**src/design/jhdp_pkg.sv**
```systemverilog
package jhdp_pkg;

    typedef enum logic [3:0] {
        PH_SYNC    = 4'd0,
        PH_MARKER  = 4'd1,
        PH_FLEN_HI = 4'd2,
        PH_FLEN_LO = 4'd3,
        PH_PREC    = 4'd4,
        PH_H_HI    = 4'd5,
        PH_H_LO    = 4'd6,
        PH_W_HI    = 4'd7,
        PH_W_LO    = 4'd8,
        PH_SLEN_HI = 4'd9,
        PH_SLEN_LO = 4'd10,
        PH_SKIP    = 4'd11
    } phase_t;

    typedef enum logic [1:0] {
        CAUSE_SOS  = 2'd0,
        CAUSE_SYNC = 2'd1,
        CAUSE_EOD  = 2'd2,
        CAUSE_PROG = 2'd3
    } cause_t;

    localparam logic [7:0] SYNC_BYTE = 8'hFF;
    localparam logic [7:0] MK_SOF0   = 8'hC0;
    localparam logic [7:0] MK_SOF2   = 8'hC2;
    localparam logic [7:0] MK_SOI    = 8'hD8;
    localparam logic [7:0] MK_SOS    = 8'hDA;
    localparam logic [7:0] MK_DRI    = 8'hDD;

    // bytes of a frame header up to and including the width field
    localparam logic [15:0] FRAME_HDR_LEN = 16'd7;
    // the length field counts itself
    localparam logic [15:0] LEN_FIELD_LEN = 16'd2;
    localparam logic [15:0] DRI_BODY_LEN  = 16'd4;

    typedef struct packed {
        logic        found;
        logic [15:0] width;
        logic [15:0] height;
        cause_t      cause;
    } result_t;

endpackage

```
**src/design/jpeg_header_dimension_parser_unit.sv**
```systemverilog
// Channel | Direction | Ports
// s_      | in        | s_valid, s_ready, s_data_byte[7:0], s_last_byte
// m_      | out       | m_valid, m_ready, m_found_frame, m_image_width[15:0],
//         |           | m_image_height[15:0], m_end_cause[1:0]
//
// One byte per cycle while no waiting result stalls the pipe; the result for the byte that
// ends the parse passes the input register, then the result register.
// The parser state update is a single step per byte between those two registers.
// Reset is synchronous on aresetn low and returns the parser to expecting a sync byte.
// A stalled result register holds the pipe; the input register still takes one word if it is empty.
module jpeg_header_dimension_parser_unit
    import jhdp_pkg::*;
(
    input  logic        aclk,
    input  logic        aresetn,
    input  logic        s_valid,
    output logic        s_ready,
    input  logic [7:0]  s_data_byte,
    input  logic        s_last_byte,
    output logic        m_valid,
    input  logic        m_ready,
    output logic        m_found_frame,
    output logic [15:0] m_image_width,
    output logic [15:0] m_image_height,
    output logic [1:0]  m_end_cause
);

    logic       in_valid_reg;
    logic [7:0] in_byte_reg;
    logic       in_last_reg;
    logic       out_free;
    logic       step_en;
    logic       res_valid;
    result_t    res;

    // advance a byte only when its result, if any, has somewhere to go
    assign step_en = in_valid_reg && out_free;
    assign s_ready = !in_valid_reg || out_free;

    always_ff @(posedge aclk) begin
        if (!aresetn) begin
            in_valid_reg <= 1'b0;
        end else if (s_ready) begin
            in_valid_reg <= s_valid;
        end
    end

    always_ff @(posedge aclk) begin
        if (s_ready && s_valid) begin
            in_byte_reg <= s_data_byte;
            in_last_reg <= s_last_byte;
        end
    end

    jhdp_parser u_parser (
        .aclk      (aclk),
        .aresetn   (aresetn),
        .step_en   (step_en),
        .data_byte (in_byte_reg),
        .last_byte (in_last_reg),
        .res_valid (res_valid),
        .res       (res)
    );

    jhdp_out_reg u_out (
        .aclk           (aclk),
        .aresetn        (aresetn),
        .load           (res_valid),
        .res            (res),
        .m_ready        (m_ready),
        .out_free       (out_free),
        .m_valid        (m_valid),
        .m_found_frame  (m_found_frame),
        .m_image_width  (m_image_width),
        .m_image_height (m_image_height),
        .m_end_cause    (m_end_cause)
    );

endmodule

```
**src/design/jhdp_parser.sv**
```systemverilog
module jhdp_parser
    import jhdp_pkg::*;
(
    input  logic       aclk,
    input  logic       aresetn,
    input  logic       step_en,
    input  logic [7:0] data_byte,
    input  logic       last_byte,
    output logic       res_valid,
    output result_t    res
);

    phase_t      phase_reg, phase_next;
    logic [15:0] skip_reg, skip_next;
    logic [15:0] seglen_reg, seglen_next;
    logic [15:0] height_reg, height_next;
    logic [15:0] width_reg, width_next;
    logic        found_reg, found_next;
    logic        finished_reg, finished_next;

    logic        ended;
    cause_t      cause;
    logic [15:0] len_full;

    assign len_full = {seglen_reg[15:8], data_byte};

    always_comb begin
        phase_next    = phase_reg;
        skip_next     = skip_reg;
        seglen_next   = seglen_reg;
        height_next   = height_reg;
        width_next    = width_reg;
        found_next    = found_reg;
        finished_next = finished_reg;
        ended         = 1'b0;
        cause         = CAUSE_EOD;

        if (!finished_reg) begin
            case (phase_reg)
                PH_MARKER: begin
                    if (data_byte == MK_SOS) begin
                        ended = 1'b1;
                        cause = CAUSE_SOS;
                    end else if (data_byte == MK_SOF2) begin
                        ended = 1'b1;
                        cause = CAUSE_PROG;
                    end else if (data_byte == MK_SOI) begin
                        phase_next = PH_SYNC;
                    end else if (data_byte == MK_DRI) begin
                        skip_next  = DRI_BODY_LEN;
                        phase_next = PH_SKIP;
                    end else if (data_byte == MK_SOF0) begin
                        phase_next = PH_FLEN_HI;
                    end else begin
                        phase_next = PH_SLEN_HI;
                    end
                end
                PH_FLEN_HI: begin
                    seglen_next = {data_byte, 8'h00};
                    phase_next  = PH_FLEN_LO;
                end
                PH_FLEN_LO: begin
                    seglen_next = len_full;
                    phase_next  = PH_PREC;
                end
                PH_PREC: begin
                    phase_next = PH_H_HI;
                end
                PH_H_HI: begin
                    height_next = {data_byte, height_reg[7:0]};
                    phase_next  = PH_H_LO;
                end
                PH_H_LO: begin
                    height_next = {height_reg[15:8], data_byte};
                    phase_next  = PH_W_HI;
                end
                PH_W_HI: begin
                    width_next = {data_byte, width_reg[7:0]};
                    phase_next = PH_W_LO;
                end
                PH_W_LO: begin
                    width_next = {width_reg[15:8], data_byte};
                    found_next = 1'b1;
                    if (seglen_reg > FRAME_HDR_LEN) begin
                        skip_next  = seglen_reg - FRAME_HDR_LEN;
                        phase_next = PH_SKIP;
                    end else begin
                        skip_next  = '0;
                        phase_next = PH_SYNC;
                    end
                end
                PH_SLEN_HI: begin
                    seglen_next = {data_byte, 8'h00};
                    phase_next  = PH_SLEN_LO;
                end
                PH_SLEN_LO: begin
                    seglen_next = len_full;
                    if (len_full > LEN_FIELD_LEN) begin
                        skip_next  = len_full - LEN_FIELD_LEN;
                        phase_next = PH_SKIP;
                    end else begin
                        skip_next  = '0;
                        phase_next = PH_SYNC;
                    end
                end
                PH_SKIP: begin
                    skip_next = skip_reg - 16'd1;
                    if (skip_reg == 16'd1) begin
                        phase_next = PH_SYNC;
                    end
                end
                default: begin
                    if (data_byte != SYNC_BYTE) begin
                        ended = 1'b1;
                        cause = CAUSE_SYNC;
                    end else begin
                        phase_next = PH_MARKER;
                    end
                end
            endcase

            // end of data only when nothing else ended the parse
            if (!ended && last_byte) begin
                ended = 1'b1;
                cause = CAUSE_EOD;
            end
            if (ended && !last_byte) begin
                finished_next = 1'b1;
            end
        end
    end

    assign res_valid  = step_en && ended;
    assign res.found  = found_next;
    assign res.width  = found_next ? width_next : 16'd0;
    assign res.height = found_next ? height_next : 16'd0;
    assign res.cause  = cause;

    always_ff @(posedge aclk) begin
        if (!aresetn) begin
            phase_reg    <= PH_SYNC;
            skip_reg     <= '0;
            seglen_reg   <= '0;
            height_reg   <= '0;
            width_reg    <= '0;
            found_reg    <= 1'b0;
            finished_reg <= 1'b0;
        end else if (step_en) begin
            if (last_byte) begin
                // re-arm on the final byte of the file
                phase_reg    <= PH_SYNC;
                skip_reg     <= '0;
                seglen_reg   <= '0;
                height_reg   <= '0;
                width_reg    <= '0;
                found_reg    <= 1'b0;
                finished_reg <= 1'b0;
            end else begin
                phase_reg    <= phase_next;
                skip_reg     <= skip_next;
                seglen_reg   <= seglen_next;
                height_reg   <= height_next;
                width_reg    <= width_next;
                found_reg    <= found_next;
                finished_reg <= finished_next;
            end
        end
    end

    a_skip_nonzero: assert property (@(posedge aclk) disable iff (!aresetn)
        phase_reg == PH_SKIP |-> skip_reg != 16'd0)
        else $error("skip phase with zero count");

    a_silent_after_end: assert property (@(posedge aclk) disable iff (!aresetn)
        finished_reg |-> !res_valid)
        else $error("result after parse end");

    a_end_latches: assert property (@(posedge aclk) disable iff (!aresetn)
        res_valid && !last_byte |=> finished_reg)
        else $error("parse end not held");

    a_last_rearms: assert property (@(posedge aclk) disable iff (!aresetn)
        step_en && last_byte |=> !finished_reg && !found_reg && phase_reg == PH_SYNC)
        else $error("final byte did not re-arm");

endmodule

```
**src/design/jhdp_out_reg.sv**
```systemverilog
module jhdp_out_reg
    import jhdp_pkg::*;
(
    input  logic        aclk,
    input  logic        aresetn,
    input  logic        load,
    input  result_t     res,
    input  logic        m_ready,
    output logic        out_free,
    output logic        m_valid,
    output logic        m_found_frame,
    output logic [15:0] m_image_width,
    output logic [15:0] m_image_height,
    output logic [1:0]  m_end_cause
);

    logic    valid_reg;
    result_t res_reg;

    // slot frees up in the same cycle the waiting word is taken
    assign out_free = !valid_reg || m_ready;

    always_ff @(posedge aclk) begin
        if (!aresetn) begin
            valid_reg <= 1'b0;
        end else if (out_free) begin
            valid_reg <= load;
        end
    end

    always_ff @(posedge aclk) begin
        if (out_free && load) begin
            res_reg <= res;
        end
    end

    assign m_valid        = valid_reg;
    assign m_found_frame  = res_reg.found;
    assign m_image_width  = res_reg.width;
    assign m_image_height = res_reg.height;
    assign m_end_cause    = res_reg.cause;

    a_no_size_without_frame: assert property (@(posedge aclk) disable iff (!aresetn)
        valid_reg && !res_reg.found |-> res_reg.width == 16'd0 && res_reg.height == 16'd0)
        else $error("size given without frame header");

endmodule

```
**config.mk**
```make
export PLATFORM = sky130hd
export DESIGN_NAME = jpeg_header_dimension_parser_unit
export DESIGN_NICKNAME = d
export VERILOG_FILES = /design/src/design/jhdp_pkg.sv /design/src/design/jpeg_header_dimension_parser_unit.sv /design/src/design/jhdp_parser.sv /design/src/design/jhdp_out_reg.sv
export SDC_FILE = /design/constraint.sdc
export NUM_CORES = 1
export LEC_CHECK = 0
export BUFFER_PORTS_ARGS = -buffer_cell sky130_fd_sc_hd__buf_2
export CAP_MARGIN = 20
export CELL_PAD_IN_SITES_DETAIL_PLACEMENT = 2
export CELL_PAD_IN_SITES_GLOBAL_PLACEMENT = 2
export CORE_ASPECT_RATIO = 0.6
export CORE_UTILIZATION = 33
export DETAILED_ROUTE_END_ITERATION = 8
export GPL_TIMING_DRIVEN = 0
export PLACE_DENSITY = 0.77
export SETUP_SLACK_MARGIN = 0.05
export SLEW_MARGIN = 20
export SYNTH_ARGS = -nofsm -noshare
export SYNTH_HDL_FRONTEND = slang
export SYNTH_SLANG_ARGS = --single-unit
```
**constraint.sdc**
```tcl
create_clock -name aclk -period 2.7 [get_ports aclk]
set_input_delay 0.27 -clock aclk [delete_from_list [all_inputs] [get_ports aclk]]
set_output_delay 0.27 -clock aclk [all_outputs]
set_load 0.005 [all_outputs]
```
; After elaboration in Yosys (flattened, before gate mapping)
; Index checks and enable logic that the tools add are counted.
[classes]
n_addsub = 3
n_eq_ne = 26
order_cmp = 2
muxes = 48
n_reduce_logical = 23
[ops]
columns = operator, n
row1 = 16-bit 2-to-1 mux, 14
row2 = 16-bit case mux with 2 select lines, 3
row3 = 16-bit case mux with 4 select lines, 1
row4 = 4-bit 2-to-1 mux, 11
row5 = 4-bit case mux with 11 select lines, 1
row6 = "8-bit == test, second input constant", 5
row7 = "16-bit by 1-bit == test with 1-bit output, second input constant", 1
row8 = "4-bit by 3-bit == test with 1-bit output, second input constant", 4
row9 = "4-bit == test, second input constant", 4
row10 = "16-bit by 2-bit greater-than comparator with 1-bit output, second input constant", 1
row11 = "16-bit by 3-bit greater-than comparator with 1-bit output, second input constant", 1
row12 = "16-bit by 1-bit subtractor with 16-bit output, second input constant", 1
row13 = "16-bit by 2-bit subtractor with 16-bit output, second input constant", 1
row14 = "16-bit by 3-bit subtractor with 16-bit output, second input constant", 1
row15 = 1-bit 2-to-1 mux, 14
row16 = "13-bit inequality test, second input constant", 1
row17 = 10-bit OR reduction, 1
row18 = "3-bit inequality test, second input constant", 3
row19 = "4-bit by 2-bit == test with 1-bit output, second input constant", 2
row20 = "8-bit inequality test, second input constant", 1
row21 = 7-bit AND reduction, 1
row22 = 1-bit logical AND, 6
row23 = "3-bit by 2-bit inequality test with 1-bit output, second input constant", 2
row24 = 6-bit AND reduction, 1
row25 = other kinds (14), 21
[word_totals]
output_inout_bits = 37
wordCells = 118
register_bits = 116
inputBits = 13

; Depth between registers and ports, before layout
; Gate-level depths: netlist of run 1.
[logic_depth]
depth_word = 13
depth_mapped = 9
depth_no_buf = 8

; By module
; From an unflattened synthesis of run 1, not the netlist that was laid out.
[hier_totals]
cells_unflattened = 688
hier_area_um2 = 6080.8
[by_module_without_submodules]
columns = module, instances, seq_area_each_um2, cells_each, area_each_um2
row1 = jhdp_parser, 1, 1401.3, 633, 4636.9
row2 = jhdp_out_reg, 1, 1071.0, 40, 1108.6
row3 = jpeg_header_dimension_parser_unit, 1, 290.3, 15, 335.3

; Worst setup path after synthesis of run 1
; Ideal clock, no wire load.
[synth_path]
path_type = register to register
from = register u_parser.phase_reg[3]
to = register u_out.res_reg, in the netlist u_out.m_end_cause[0] (enable)
stages_incl_launch_ff = 6
t_arrival_ns = 2.409
synth_period_minus_slack_ns = 2.804
required_time_ns = 2.305
n_path_buf = 1
slack_ns = -0.104
setup_ns = 0.395
cell_sequence = dfxtp_1 -> buf_6 -> or4b_4 -> or4_4 -> nand2_1 -> o21a_1
[synth_between]
elab_chain_len = 11
word_cells_on_any_way = 21
classes_between = 11 x eq/ne / 5 x mux / 5 x reduce/logical
[synth_rtl]
columns = item, line_no
row1 = "start, declared", jhdp_parser.sv:13  ; phase_t phase_reg, phase_next;
row2 = "start signal, assigned", jhdp_parser.sv:159  ; phase_reg <= phase_next;
row3 = 4-bit by 2-bit == test with 1-bit output (tied with other cells), jhdp_parser.sv:39  ; case (phase_reg)
row4 = 10-bit OR reduction (no line), n/a
row5 = 1-bit case mux with 2 select lines *, jhdp_parser.sv:39
row6 = 1-bit 2-to-1 mux *, jhdp_parser.sv:38  ; if (!finished_reg) begin
row7 = 1-bit zero test, jhdp_parser.sv:123  ; if (!ended && last_byte) begin
row8 = 1-bit logical AND, jhdp_parser.sv:123
row9 = 1-bit 2-to-1 mux *, jhdp_parser.sv:123
row10 = 1-bit 2-to-1 mux * (2 in a row), jhdp_parser.sv:38
row11 = 1-bit logical AND *, jhdp_parser.sv:133  ; assign res_valid = step_en && ended;
row12 = 1-bit logical AND *, jhdp_out_reg.sv:32  ; if (out_free && load) begin
row13 = "end signal, assigned", jhdp_out_reg.sv:33  ; res_reg <= res;
row14 = "end, declared", jhdp_out_reg.sv:18  ; result_t res_reg;
; Mark *: on every way between the ends. The rest lies on a longest branch, timed or not. The select of a mux whose other input is x is not followed.
; A chain may end at the register's enable or synchronous reset.

; Final worst setup path of run 1
[layout_path]
from = register in_byte_reg[7]
to = register u_parser.phase_reg[2]
[layout_between]
elab_chain_len = 8
word_cells_on_any_way = 16
classes_between = 8 x eq/ne / 7 x mux / 1 x reduce/logical
[layout_rtl]
columns = item, line_no
row1 = "start, declared", jpeg_header_dimension_parser_unit.sv:29  ; logic [7:0] in_byte_reg;
row2 = "start signal, assigned", jpeg_header_dimension_parser_unit.sv:50  ; in_byte_reg <= s_data_byte;
row3 = 8-bit == test, jhdp_parser.sv:49  ; end else if (data_byte == MK_DRI) begin
row4 = 4-bit 2-to-1 mux, jhdp_parser.sv:49
row5 = 4-bit 2-to-1 mux, jhdp_parser.sv:47  ; end else if (data_byte == MK_SOI) begin
row6 = 4-bit 2-to-1 mux, jhdp_parser.sv:44  ; end else if (data_byte == MK_SOF2) begin
row7 = 4-bit 2-to-1 mux, jhdp_parser.sv:41  ; if (data_byte == MK_SOS) begin
row8 = 4-bit case mux with 11 select lines, jhdp_parser.sv:39
row9 = 4-bit 2-to-1 mux, jhdp_parser.sv:38
row10 = 4-bit 2-to-1 mux, jhdp_parser.sv:149  ; if (last_byte) begin
; Parallel ways exist; a longest one is shown, timed or not. The select of a mux whose other input is x is not followed.

==> flow_metrics.env, run 1 <==
export IMPL_worstMarginPinSlew_ns=0.927
export IMPL_grt_remaining_overflow=0
export IMPL_holdWs_ns=0.0162
export IMPL_fin_crit_sh_pct=96.6
export IMPL_root_buffer="clkbuf_16"
export IMPL_period_needed_ns=2.61
export IMPL_timing_worst_setup_path_type="register to register"
export IMPL_clk_pin_slew_ns=0.06
export IMPL_status="completed"
export IMPL_cap_viol_max_count=0
export IMPL_synth_area_um2=5850
export IMPL_ir_worst_vdd_mv=0.353
export IMPL_clock_sinks=116
export IMPL_coreArea_um2=17200
export IMPL_nFillCells=1909
export IMPL_syn2layout_area_growth_pct=22.9
export IMPL_ys_seq_area_share_pct=47.2
export IMPL_max_stage_delay_ns=0.39
export IMPL_drc=0
export IMPL_num_rows=37
export IMPL_rrSetupSlack_ns=0.09
export IMPL_diodes=0
export IMPL_die_h_um=105
export IMPL_viasPerCell=5.83
export IMPL_drt_antenna_violating_nets=0
export IMPL_slew_headroom_pct=37.7
export IMPL_die_area_um2=18300
export IMPL_finalHoldViolCount=0
export IMPL_dr_pass1_iters=5
export IMPL_crit_chain="buf_2 -> nand4_1 -> nor2_1 -> a31oi_1 -> a21oi_1 -> o22ai_1 -> a211o_1"
export IMPL_drive_above_1_share_pct=17.6
export IMPL_nNetsFinal=755
export IMPL_grt_pass1_vias=6132
export IMPL_clk_latency_ns=0.43
export IMPL_clock_path_buffers=2
export IMPL_clock_skew_ns=0.0128
export IMPL_drt_iter0_markers=391
export IMPL_fmax_ghz=0.383
export IMPL_crit_arrival_ns=2.92
export IMPL_yosysUniqueCellTypes=68
export IMPL_h_tree_depth=4
export IMPL_vias=5743
export IMPL_required_ns=3.01
export IMPL_dp_hpwl_um=16800
export IMPL_final_common_cell="nor2_1"
export IMPL_avgSynthCellArea_um2=8.80
export IMPL_wirelength_um=24300
export IMPL_drv_slew=0
export IMPL_hp_class="input port to register"
export IMPL_crit_fanout=10
export IMPL_cts_tree="done"
export IMPL_final_cell_mix="nor2_1, nand2_1, dfxtp_1"
export IMPL_fin_area_um2=7190
export IMPL_critPathSlowestCell="edfxtp_1"
export IMPL_start_util_pct=34.0
export IMPL_pin_count=50
export IMPL_p_leak_nw=2.63
export IMPL_finalSetupViolCount=0
export IMPL_track_usage_pct=27.4
export IMPL_placed_cell_area_um2=6410
export IMPL_cts_buffers=17
export IMPL_grt_pass1_wl_um=37400
export IMPL_crit_buf_inv=1
export IMPL_wl_per_cell_um=24.7
export IMPL_die_w_um=174
export IMPL_async_reset_ff_share_pct=0
export IMPL_synthCells=665
export IMPL_start_kind="register"
export IMPL_synth_enable_flop_cells=44
export IMPL_end_kind="register"
export IMPL_yosys_register_bits=116
export IMPL_cp_top_family="compound AO/OA/AOI/OAI gates"
export IMPL_powerDensity_nw_per_um2=627
export IMPL_port_buffers=49
export IMPL_syn_nets=682
export IMPL_grt_max_degree=19
export IMPL_gp_congestion=0.895
export IMPL_synthFlopType="dfxtp_1"
export IMPL_antenna_found_initial=0
export IMPL_yosys_warnings=0
==> stage by stage <==
stage	worst slack, ns	std cells	total power (W)	util [%]	TNS, ns
6_report	0.0908	985	0.00451	41.8	0
5_1_grt	-0.0319	985	0.00461	41.8	-0.0588
4_1_cts	0.0789	981	0.00452	41.1	0
3_5_place_dp	-0.403	949	0.00218	37.2	-13.11
3_3_place_gp	-0.468	948	0.00216	37.1	-16.71
2_1_floorplan	0.250	665	0.00205	-	0
==> synthesized netlist by cell type, types with 3 or more instances <==
cell type	n	area, um2
edfxtp_1	44	1320
and2_1	5	31.3
o21ai_0	28	140
o31ai_1	4	30.0
dfxtp_1	72	1440
clkbuf_1	35	131
nor3b_1	3	22.5
nor3_1	12	60.1
or2_2	3	18.8
inv_1	12	45.0
nand3b_1	6	45.0
o22ai_1	7	43.8
a22oi_1	49	368
nor4_1	15	93.8
nand2b_1	13	81.3
mux2i_1	8	80.1
o21ai_1	11	55.1
nor2b_1	9	56.3
nand2_1	82	308
a221oi_1	3	26.3
nand3_1	11	55.1
xnor2_1	13	114
ha_1	4	50.1
xor2_1	9	78.8
nor2_1	97	364
o211ai_1	8	60.1
a21oi_1	39	195
nand4_1	4	25.0
o21a_1	4	30.0
or4_1	4	30.0
==> layer usage <==
layer | routed length (um) | up-vias | GRT usage, %
met3 | 1560 | 28 | 6.37
met1 | 11800 | 2972 | 39.0
met5 | 0 | - | 0
met2 | 10700 | 177 | 41.5
li1 | - | 2566 | -
met4 | 273 | 0 | 6.52
==> timing repair <==
item | in CTS | in global routing
endpoints found under the hold margin | 0 | 0
setup endpoints to repair | 68 | 50
gates cloned | 1 | 0
buffers inserted | 0 | 4
hold buffers | 0 | 0
resized for setup | 17 | 27
pin swaps | 1 | 1
==> layout make-up <==
| class | count | area (um2) | area share, % |
|---|---|---|---|
| Buffer | 41 | 198 | 2.75 |
| Inverter | 13 | 52.6 | 0.731 |
| Clock inverter | 15 | 169 | 2.35 |
| Timing Repair Buffer | 54 | 280 | 3.90 |
| Multi-Input combinational cell | 495 | 3010 | 41.9 |
| Sequential cell | 116 | 2760 | 38.4 |
| Tap cell | 234 | 293 | 4.07 |
| Clock buffer | 17 | 425 | 5.92 |
==> path summary, 6_finish.rpt <==
| kind | startpoint | endpoint | depth (start not counted) |
|---|---|---|---|
| min reg2reg | u_parser.skip_reg[5]$_SDFFE_PN0P_ | u_parser.skip_reg[5]$_SDFFE_PN0P_ | 2 |
| max | in_byte_reg[7]$_DFFE_PP_ | u_parser.phase_reg[2]$_SDFFE_PN0P_ | 7 |
| max reg2reg | in_byte_reg[7]$_DFFE_PP_ | u_parser.phase_reg[2]$_SDFFE_PN0P_ | 7 |
| min | s_data_byte[6] | in_byte_reg[6]$_DFFE_PP_ | 1 |
==> cells by family after synthesis <==
family,after synthesis,synth area share (%)
compound gates,182,20.5
xor+xnor,22,3.29
fa+ha+maj,4,0.855
buf+inv,55,3.93
flops,116,47.2
mux,8,1.37
simple gates,278,22.8
==> power by group <==
group          switching [W]  internal, W  total (W)
Sequential         0.0000285      0.00185    0.00188
Combinational       0.000208    0.0000798   0.000288
Clock               0.000959      0.00138    0.00234
Total                0.00120      0.00332    0.00451
Power figures use the tool's default switching activity.
==> run 2, diff against run 1 <==
CORE_UTILIZATION = 25   (was 33)
PLACE_DENSITY = 0.62   (was 0.77)
==> run 2 against run 1 <==
Utilization fell by 8.8 points. Sequential share of layout area fell by 1.1 points. Register-to-register slack got worse by 0.05 ns. First-iteration DRC count rose by 7.9%. Global-route usage fell by 5.1 points. Total power rose by 5.9%. Sequential cell count did not move. Cell count rose by 8.3%. Largest power group unchanged.
==> flow_metrics.env, run 2 (synthesis results as in run 1) <==
export IMPL_cts_tree="done"
export IMPL_antenna_found_initial=0
export IMPL_wirelength_um=25600
export IMPL_p_leak_nw=2.71
export IMPL_grt_max_degree=19
export IMPL_timing_worst_setup_path_type="register to register"
export IMPL_preCtsSetupSlack_ns=-0.409
export IMPL_clock_sinks=116
export IMPL_grt_pass1_wl_um=38500
export IMPL_holdWs_ns=0.0164
export IMPL_drv_slew=0
export IMPL_cap_viol_max_count=0
export IMPL_num_rows=42
export IMPL_drc=0
export IMPL_placed_cell_area_um2=6500
export IMPL_power_w=0.00478
export IMPL_cts_buffers=17
export IMPL_grt_remaining_overflow=0
export IMPL_viasPerCell=5.40
export IMPL_vias=5760
export IMPL_fmax_ghz=0.376
export IMPL_fin_crit_sh_pct=98.4
export IMPL_port_buffers=49
export IMPL_clock_skew_ns=0.0115
export IMPL_fin_area_um2=7410
export IMPL_hp_class="input port to register"
export IMPL_slew_headroom_pct=33.4
export IMPL_clk_pin_slew_ns=0.06
export IMPL_multi_input_area_um2=3000
export IMPL_nFillCells=2553
export IMPL_worstMarginPinSlew_ns=0.999
export IMPL_nNetsFinal=763
export IMPL_clk_latency_ns=0.44
export IMPL_worst_slack_ns=0.0432
export IMPL_tns_ns=0
export IMPL_clock_path_buffers=2
export IMPL_end_kind="register"
export IMPL_status="completed"
export IMPL_wl_per_cell_um=24.0
export IMPL_rsz0062_at_grt="true"
export IMPL_drt_iter0_markers=422
export IMPL_die_w_um=200
export IMPL_root_buffer="clkbuf_16"
export IMPL_finalHoldViolCount=0
export IMPL_period_needed_ns=2.66
export IMPL_dp_hpwl_um=18700
export IMPL_ir_worst_vdd_mv=0.418
export IMPL_coreArea_um2=22500
export IMPL_required_ns=3.00
export IMPL_start_kind="register"
export IMPL_gp_congestion=0.887
export IMPL_die_h_um=121
export IMPL_finalSetupViolCount=0
export IMPL_dr_pass1_iters=5
export IMPL_die_area_um2=24000
export IMPL_start_util_pct=26.0
export IMPL_syn2layout_area_growth_pct=26.7
export IMPL_final_cell_mix="nor2_1, nand2_1, dfxtp_1"
export IMPL_diodes=0
export IMPL_final_common_cell="nor2_1"
export IMPL_powerDensity_nw_per_um2=644
export IMPL_crit_arrival_ns=2.96
export IMPL_regArea_um2=2760
export IMPL_drt_antenna_violating_nets=0
export IMPL_grt_pass1_vias=6010
export IMPL_pin_count=50
export IMPL_crit_fanout=10
export IMPL_track_usage_pct=22.3
export IMPL_h_tree_depth=4
export IMPL_drive_above_1_share_pct=18.3
## run 2: metal layers
| layer | vias up | GRT usage [%] | routed length (um) |
|---|---|---|---|
| met3 | 26 | 4.21 | 1470 |
| li1 | 2593 | - | - |
| met2 | 163 | 29.3 | 9950 |
| met1 | 2978 | 35.3 | 13800 |
| met4 | 0 | 6.97 | 395 |
| met5 | - | 0 | 0 |
## run 2: final timing paths
kind                                                    startpoint  depth (start not counted)  slack [ns]                            endpoint
worst max-delay path                      in_byte_reg[3]$_DFFE_PP_                          7        0.04  u_parser.skip_reg[15]$_SDFFE_PN0P_
worst min-delay path                                s_data_byte[0]                          1        0.02            in_byte_reg[0]$_DFFE_PP_
worst max register to register            in_byte_reg[3]$_DFFE_PP_                          7        0.04  u_parser.skip_reg[15]$_SDFFE_PN0P_
worst min register to register  u_parser.skip_reg[14]$_SDFFE_PN0P_                          2        0.49  u_parser.skip_reg[14]$_SDFFE_PN0P_
## run 2: worst max-delay path: stages, from the launching register on
cell and delay, ns:
edfxtp_1 0.52, a211oi_1 0.51, nand3_1 0.21, o21ai_2 0.28, clkbuf_2 0.34, a21oi_1 0.11, o211ai_1 0.41, o211ai_1 0.15
## run 2: cell type report
| cell class | count | share of cell area (%) |
|---|---|---|
| plain buffers | 40 | 2.58 |
| clock buffers | 23 | 6.45 |
| clock inverters | 9 | 2.35 |
| inverters | 13 | 0.709 |
| multi-input cells | 495 | 40.4 |
| flip-flops and latches | 116 | 37.3 |
| well taps | 308 | 5.20 |
| repair buffers | 63 | 5.00 |
## run 2: stage by stage
stage | util [%] | cells
3_3_place_gp | 28.8 | 1022
5_1_grt | 33.0 | 1067
3_5_place_dp | 28.9 | 1023
2_1_floorplan | - | 665
6_report | 33.0 | 1067
4_1_cts | 32.4 | 1061
## run 2: power by group
part           internal, W  switching (W)  leakage, nW
clock              0.00171       0.000875        0.321
sequential         0.00186      0.0000284         1.00
combinational    0.0000920       0.000216         1.38
## run 2: timing repair
item | in CTS | in global routing
gates cloned | 1 | 0
setup buffers | 3 | 7
pin swaps | 0 | 2
hold endpoints to repair | 3 | 0
resized for setup | 19 | 24
endpoints found under the setup margin | 85 | 61
hold buffers | 3 | 0
==> run 3, diff against run 2 <==
clock period = 2.2 ns   (was 2.7 ns; I/O delays follow)
==> run 3 against run 2 <==
Largest power group unchanged. Maximum frequency is 11% higher. First-iteration DRC count is 3.8% lower. Cell count is 2.4% higher. Sequential share of layout area is 2.9 points lower. Die area stayed put. Clock skew is 0.0034 ns higher. Total power is 13% higher. Clock-buffer cell count is 1 higher. Worst hold slack better by 0.029 ns. Sequential power is 23% higher. Highest routed layer unchanged. The run now ends with setup timing left. Critical path depth is 1 lower.
==> flow_metrics.env, run 3 (synthesis results as in run 1) <==
export IMPL_grt_pass1_wl_um=39600
export IMPL_slew_headroom_pct=50.8
export IMPL_clk_latency_ns=0.44
export IMPL_h_tree_depth=4
export IMPL_p_leak_nw=2.99
export IMPL_clock_skew_ns=0.0149
export IMPL_nFillCells=2503
export IMPL_cap_viol_max_count=0
export IMPL_crit_top_cell="o211ai_1"
export IMPL_track_usage_pct=22.8
export IMPL_wirelength_um=26400
export IMPL_r2r_start="u_parser.phase_reg[1]$_SDFFE_PN0P_"
export IMPL_port_buffers=49
export IMPL_use_met3_pct=4.74
export IMPL_syn2layout_area_growth_pct=37.7
export IMPL_drc=0
export IMPL_start_util_pct=26.0
export IMPL_finalSetupViolCount=55
export IMPL_cts_tree="done"
export IMPL_worstMarginPinSlew_ns=0.731
export IMPL_clk_pin_slew_ns=0.06
export IMPL_power_w=0.00539
export IMPL_gp_congestion=0.891
export IMPL_antenna_found_initial=0
export IMPL_grt_max_degree=17
export IMPL_rsz0062_at_grt="true"
export IMPL_reg2regPathDepth=6
export IMPL_holdWs_ns=0.0454
export IMPL_timing_rr_end="u_parser.skip_reg[11]$_SDFFE_PN0P_"
export IMPL_hold_depth=3
export IMPL_min_to="in_valid_reg$_SDFFE_PN0N_"
export IMPL_final_cell_mix="nor2_1, nand2_1, dfxtp_1"
export IMPL_drt_iter0_markers=406
export IMPL_critPathSlowestCell="or4_4"
export IMPL_pin_count=50
export IMPL_nNetsFinal=791
export IMPL_drv_slew=0
export IMPL_ir_worst_vdd_mv=0.500
export IMPL_rrSetupSlack_ns=-0.19
export IMPL_gr_max_usage_layer="met1"
export IMPL_status="finished with violations"
export IMPL_viasPerCell=5.36
export IMPL_die_area_um2=24000
export IMPL_end_kind="register"
export IMPL_worst_slack_ns=-0.193
export IMPL_finalHoldViolCount=0
export IMPL_die_w_um=200
export IMPL_cp_top_family="simple AND/OR/NAND/NOR gates"
export IMPL_crit_chain="or4b_4 -> or4_4 -> nor4b_4 -> and2_4 -> o211ai_1 -> o211ai_1"
export IMPL_drt_antenna_violating_nets=0
export IMPL_root_buffer="clkbuf_16"
export IMPL_fin_crit_sh_pct=109
export IMPL_powerDensity_nw_per_um2=669
export IMPL_vias=5856
export IMPL_final_common_cell="nor2_1"
export IMPL_dr_pass1_iters=5
export IMPL_coreArea_um2=22500
export IMPL_max_stage_delay_ns=0.59
export IMPL_wl_per_cell_um=24.2
export IMPL_diodes=0
export IMPL_crit_fanout=6
export IMPL_period_needed_ns=2.39
export IMPL_hp_class="input port to register"
export IMPL_regArea_um2=2770
export IMPL_crit_buf_inv=0
export IMPL_multi_input_area_um2=3390
export IMPL_die_h_um=121
export IMPL_start_kind="register"
export IMPL_violations="setup timing"
export IMPL_clock_path_buffers=2
export IMPL_grt_remaining_overflow=0
export IMPL_grt_pass1_vias=6055
export IMPL_use_met2_pct=30.8
export IMPL_gr_usage_met1_pct=35.7
export IMPL_fmax_ghz=0.418
export IMPL_drive_above_1_share_pct=28.3
export IMPL_num_rows=42
export IMPL_cts_buffers=17
export IMPL_crit_arrival_ns=2.69
export IMPL_required_ns=2.50
export IMPL_timing_worst_setup_path_type="register to register"
export IMPL_hp_start="s_valid"
export IMPL_dp_hpwl_um=18700
export IMPL_clock_sinks=116
==> run 3: worst max-delay path by stage <==
stage | endpoint | depth (start not counted) | from | slack, ns
floorplan | u_parser.skip_reg[13]$_SDFFE_PN0P_ | 8 | u_parser.phase_reg[3]$_SDFFE_PN0P_ | -0.12
global placement | u_out.m_image_width[9]$_SDFFCE_PP0P_ | 6 | u_parser.phase_reg[0]$_SDFFE_PN0P_ | -1.56
detailed placement | u_parser.skip_reg[5]$_SDFFE_PN0P_ | 8 | u_parser.phase_reg[2]$_SDFFE_PN0P_ | -0.81
CTS | u_parser.skip_reg[11]$_SDFFE_PN0P_ | 7 | u_parser.phase_reg[3]$_SDFFE_PN0P_ | -0.17
global route | u_parser.skip_reg[11]$_SDFFE_PN0P_ | 6 | u_parser.phase_reg[1]$_SDFFE_PN0P_ | -0.26
finish | u_parser.skip_reg[11]$_SDFFE_PN0P_ | 6 | u_parser.phase_reg[1]$_SDFFE_PN0P_ | -0.19
==> run 3: area by class of cell <==
type	count	share of cell area, %
sequential	116	34.4
clock buffer	24	5.86
timing repair buffer	97	9.01
buffer	34	2.53
inverter	13	0.683
multi-input combinational	495	42.0
clock inverter	6	0.683
tap	308	4.78
==> run 3: report_power, final <==
| group | internal [W] | leakage, nW | switching (W) |
|---|---|---|---|
| sequential | 0.00228 | 1.01 | 0.0000338 |
| combinational | 0.000174 | 1.73 | 0.000309 |
| clock | 0.00158 | 0.255 | 0.00101 |
| total | 0.00403 | 2.99 | 0.00136 |
==> run 3: worst reg2reg max path: cells and delay by family, from the launching register on <==
family           cells  cell delay [ns]
flip-flops           1             0.35
AO/OA/AOI/OAI        2             0.37
AND/OR/NAND/NOR      4             1.54
==> run 3: through the flow <==
| step | area [um2] | cells | setup TNS (ns) | worst slack [ns] | utilization (%) |
|---|---|---|---|---|---|
| floorplan | 5860 | 665 | -2.58 | -0.125 | - |
| global placement | 6490 | 1022 | -93.50 | -1.56 | 28.9 |
| detailed placement | 6510 | 1023 | -57.47 | -0.806 | 28.9 |
| CTS | 7780 | 1086 | -5.90 | -0.171 | 34.6 |
| global route | 8060 | 1093 | -7.04 | -0.262 | 35.8 |
| finish | 8060 | 1093 | -5.08 | -0.193 | 35.8 |
==> run 3: metal layers <==
layer  vias to the layer above  wire [um]  part of all wire [%]
met5                         -          0                     0
li1                       2654          -                     -
met3                        21       1680                   6.3
met1                      3010      13800                    52
met4                         0        257                  0.97
met2                       171      10600                    40
==> run 3: timing repair <==
action / CTS / global route
pin swaps: 15 / 14
resized for setup: 96 / 65
setup buffers: 26 / 11
hold buffers: 9 / 0
gates cloned: 2 / 0
endpoints found under the hold margin: 9 / 0
endpoints found under the setup margin: 137 / 131
